File: src/hdl/point_segment_distance_sq_macros.svh
// Assertion macros for the point to segment distance block.
// Included by the top level; empty bodies under SYNTHESIS.
`ifndef POINT_SEGMENT_DISTANCE_SQ_MACROS_SVH
`define POINT_SEGMENT_DISTANCE_SQ_MACROS_SVH
`ifndef SYNTHESIS
`define PSD_ASSERT_IMP(label, clk, rst_n, a, c, msg) \
	label: assert property (@(posedge clk) disable iff (!rst_n) (a) |-> (c)) else $error(msg);
`define PSD_ASSERT_NXT(label, clk, rst_n, a, c, msg) \
	label: assert property (@(posedge clk) disable iff (!rst_n) (a) |=> (c)) else $error(msg);
`else
`define PSD_ASSERT_IMP(label, clk, rst_n, a, c, msg)
`define PSD_ASSERT_NXT(label, clk, rst_n, a, c, msg)
`endif
`endif

File: src/hdl/psd_pkg.sv
// Types and constants for the point to segment distance block.
// No dependencies.
package psd_pkg;
	localparam int CW = 24;
	localparam int FB = 16;
	localparam int DW = 50;
	localparam int PW = 2 * CW + 2;
	localparam int QDEPTH = 4;
	localparam int QAW = 2;

	localparam logic [1:0] SEL_START = 2'd0;
	localparam logic [1:0] SEL_END   = 2'd1;
	localparam logic [1:0] SEL_FRAC  = 2'd2;

	typedef struct packed {
		logic signed [CW-1:0] query_x;
		logic signed [CW-1:0] query_y;
		logic signed [CW-1:0] start_x;
		logic signed [CW-1:0] start_y;
		logic signed [CW-1:0] end_x;
		logic signed [CW-1:0] end_y;
	} in_item_t;

	typedef struct packed {
		logic [DW-1:0]        dist_sq;
		logic signed [CW-1:0] proj_x;
		logic signed [CW-1:0] proj_y;
	} out_item_t;

	typedef struct packed {
		logic [1:0]           sel;
		logic [PW-1:0]        num;
		logic [PW-1:0]        den;
		logic signed [CW-1:0] qx;
		logic signed [CW-1:0] qy;
		logic signed [CW-1:0] sx;
		logic signed [CW-1:0] sy;
		logic signed [CW:0]   dx;
		logic signed [CW:0]   dy;
	} job_t;

	typedef struct packed {
		logic valid;
		logic stall;
	} pipe_ctl_t;
endpackage

File: src/hdl/psd_queue.sv
// Short queue between front and back end.
// Depends on psd_pkg.
module psd_queue (
	input  logic          clk,
	input  logic          arst_n,
	input  logic          wr,
	input  psd_pkg::job_t wdata,
	output logic          almost_full,
	input  logic          rd,
	output logic          not_empty,
	output psd_pkg::job_t rdata
);
	psd_pkg::job_t mem_q [psd_pkg::QDEPTH];
	logic [psd_pkg::QAW-1:0] wp_q, rp_q;
	logic [psd_pkg::QAW:0] cnt_q;

	always_ff @(posedge clk or negedge arst_n) begin
		if (!arst_n) begin
			wp_q <= '0;
			rp_q <= '0;
			cnt_q <= '0;
		end else begin
			if (wr) wp_q <= wp_q + 1'b1;
			if (rd) rp_q <= rp_q + 1'b1;
			cnt_q <= cnt_q + (psd_pkg::QAW+1)'(wr) - (psd_pkg::QAW+1)'(rd);
		end
	end

	always_ff @(posedge clk) begin
		if (wr) mem_q[wp_q] <= wdata;
	end

	assign rdata = mem_q[rp_q];
	assign not_empty = cnt_q != '0;
	// one in front stage plus one arriving
	assign almost_full = cnt_q >= (psd_pkg::QAW+1)'(psd_pkg::QDEPTH - 2);
endmodule

File: config.mk
export PLATFORM = sky130hd
export DESIGN_NAME = psd_queue
export DESIGN_NICKNAME = d
export VERILOG_FILES = /design/src/hdl/point_segment_distance_sq_macros.svh /design/src/hdl/psd_pkg.sv /design/src/hdl/psd_queue.sv
export SDC_FILE = /design/constraint.sdc
export NUM_CORES = 1
export LEC_CHECK = 0
export BUFFER_PORTS_ARGS = -buffer_cell sky130_fd_sc_hd__buf_2
export CORE_MARGIN = 2
export CORE_UTILIZATION = 61
export CTS_CLUSTER_DIAMETER = 40
export DETAILED_ROUTE_END_ITERATION = 7
export GPL_TIMING_DRIVEN = 0
export MAX_ROUTING_LAYER = met4
export PLACE_DENSITY = 0.84
export SYNTH_ARGS = -nofsm -noshare
export SYNTH_HDL_FRONTEND = slang
export SYNTH_SLANG_ARGS = --single-unit
File: constraint.sdc
create_clock -name clk -period 17 [get_ports clk]
set_input_delay 3.4 -clock clk [delete_from_list [all_inputs] [get_ports clk]]
set_output_delay 3.4 -clock clk [all_outputs]
set_load 0.02 [all_outputs]
==> out/metrics.yaml <==
synthesis:
  syn_nets: 1592
  synth_cell_types: 17
  synth_area_sq_um: 36200
  syn_inst: 1332
  synth.yosys.seq_area_share_pct: 82.8
  syn_area_per_cell_sq_um: 27.2
  synth-warning-count: 0
  ys_ff_latch: 999
global_routing:
  grt-busiest-layer: "met2"
  met2_usage_pct: 48.4
  grtUsageMet1_pct: 34.2
  grt_first_pass_wirelength_microns: 124000
  grt_use_met3_pct: 9.18
  grt_usage_pct: 29.4
  antenna_found_initial: 34
  grt_max_degree: 61
  grt_overflow: 0
  grt_pass1_vias: 18684
cts:
  cts_hold_buffers: 0
  numCtsBuffers: 109
  cts_resized: 0
  clk_pin_slew_ns: 0.07
  clock-sinks: 999
  clkLatencyLatePin_ns: 0.68
  clock_path_buffers: 3
  cts_setup_buffers: 0
  htreeDepth: 3
  cts_root_buffer: "clkbuf_16"
  cts_tree: "done"
setup_path:
  required_ns: 13.60
  critical_path_class: "register to primary output"
  r2r_slack_ns: 14.48
  arrival_ns: 3.01
  worstSetupStartpointType: "register"
  crit_path_max_fanout: 10
  end_kind: "primary output"
cells_and_area:
  final_core_util_pct: 74.6
  layout.nets: 2224
  fin_cells: 2872
  multi_input_area_sq_um: 5790
  layout-drive-gt1-share_pct: 48.4
  regArea_sq_um: 30000
  nFillCells: 3003
  area_delta_synth_final_pct: 21.3
status:
  status: "finished clean"
pwr:
  max-vdd-ir-drop_uv: 152
  p_leak_nw: 15.1
  cellPowerDensity_nw_per_um2: 191
place:
  gp_congestion: 0.791
  placedCellCount: 2626
  io_buffers: 501
  place_hpwl_microns: 51500
sta:
  relSlewSlack_pct: 33.5
  layout_min_cycle_time_ns: 6.41
  finalHoldViolCount: 0
  finClkSkew_ns: 0.0189
  max_freq_mhz: 156
  worst_slew_pin_slew_ns: 0.997
  slew_violations: 0
  period_share_pct: 37.7
  fin_tns_setup_ns: 0
  rsz0062_at_grt: "no"
  finalSetupViolCount: 0
floorplan:
  ios: 502
  core_sq_um: 58800
  die_w_microns: 248
  die_area_sq_um: 61300
  die-height_microns: 248
  start_util_pct: 61.6
  row_count: 89
routing:
  antenna_left: 0
  wl_microns: 90200
  dr.first_iter.drc_count: 1563
  drt-pass1-iter-count: 7
  drc: 0
  vias_per_cell: 6.16
  vias: 17679
  wl_per_cell_microns: 31.4
hold_path:
  worstHoldPathType: "register to register"
flow_run:
  drv_cap: 0
stage by stage:
step	hold slack (ns)	total power, mW	worst slack (ns)	area [sq um]
2_1_floorplan	0.494	5.18	7.39	36200
3_3_place_gp	0.508	6.10	2.87	39700
3_5_place_dp	0.544	6.02	11.35	40200
4_1_cts	0.575	8.40	10.58	43800
5_1_grt	0.584	8.65	10.52	43900
6_report	0.565	8.38	10.59	43900
cell usage after synthesis, drive strengths merged:
| library cell | instances | area share [%] |
|---|---|---|
| xor2 | 3 | 0.073 |
| inv | 8 | 0.083 |
| and2 | 4 | 0.069 |
| o31ai | 1 | 0.021 |
| buf | 51 | 1.1 |
| fa | 1 | 0.055 |
| xnor2 | 1 | 0.024 |
| dfrtp | 7 | 0.48 |
| ha | 7 | 0.24 |
| mux4 | 248 | 15 |
| clkbuf | 5 | 0.052 |
| o21ai | 1 | 0.014 |
| edfxtp | 992 | 82 |
| nand2 | 2 | 0.021 |
| nand3 | 1 | 0.014 |
metal layers:
metal  wire length [microns]  up-vias
met3                    9680      174
met2                   47800     1073
met5                       0        -
met4                    3050        0
li1                        -     7168
met1                   29700     9264
kinds of logic after synthesis:
| kind of cell | count (synthesis) | share of synthesized area (%) |
|---|---|---|
| buf+inv | 64 | 1.24 |
| xor+xnor | 4 | 0.0968 |
| mux | 248 | 15.4 |
| compound gates | 2 | 0.0346 |
| flops | 999 | 82.8 |
| simple gates | 7 | 0.104 |
| fa+ha+maj | 8 | 0.297 |
cell usage in the layout, fill, tap and decap left out:
| cell type | count |
|---|---|
| clkinv_16 | 1 |
| ha_1 | 7 |
| buf_6 | 23 |
| inv_16 | 3 |
| o31ai_1 | 1 |
| inv_1 | 8 |
| clkbuf_16 | 110 |
| bufinv_16 | 8 |
| xnor2_1 | 1 |
| fa_1 | 1 |
| diode_2 | 43 |
| buf_4 | 1 |
| inv_6 | 3 |
| mux4_2 | 248 |
| dfrtp_1 | 7 |
| clkinv_2 | 15 |
| o21ai_0 | 1 |
| buf_16 | 19 |
| xor2_1 | 3 |
| nand2_1 | 2 |
| buf_2 | 528 |
| inv_8 | 1 |
| clkinv_1 | 18 |
| clkbuf_1 | 19 |
| nand3_1 | 1 |
| and2_4 | 4 |
| buf_12 | 1 |
| clkinvlp_4 | 17 |
| edfxtp_1 | 992 |
| clkinv_4 | 13 |
final timing paths:
kind | start | cells after the start | end
max in group asynchronous | arst_n | 1 | wp_q[0]
min reg2reg | wp_q[0] | 1 | wp_q[0]
min in group asynchronous | arst_n | 1 | cnt_q[1]
max | rp_q[1] | 5 | rdata[179]
min | wp_q[0] | 1 | wp_q[0]
max reg2reg | wp_q[0] | 6 | mem_q[2][136]
critical path, stage by stage, from the launching register on:
cell and delay (ns):
dfrtp_1 0.31, buf_2 0.19, clkbuf_1 0.76, buf_2 0.45
mux4_2 0.42, buf_2 0.20
flip-flops by register name (all words and copies together) (netlist names):
register,cells
cnt_q,3
wp_q,2
mem_q,992
rp_q,2
power breakdown:
part,switching (mW),internal [mW],leakage (nW)
Sequential,0.137,3.22,9.19
Clock,0.998,1.32,1.69
Combinational,1.66,1.04,4.18
Total,2.80,5.59,15.1
cell type report:
class	count	area share, %
diodes	43	0.245
plain buffers	56	0.958
clock buffers	124	6.39
clock inverters	79	1.71
inverters	8	0.0684
multi-input cells	269	13.2
flip-flops and latches	999	68.3
well taps	773	2.20
repair buffers	521	6.95
Note: power is estimated with default switching activity, not from simulation.
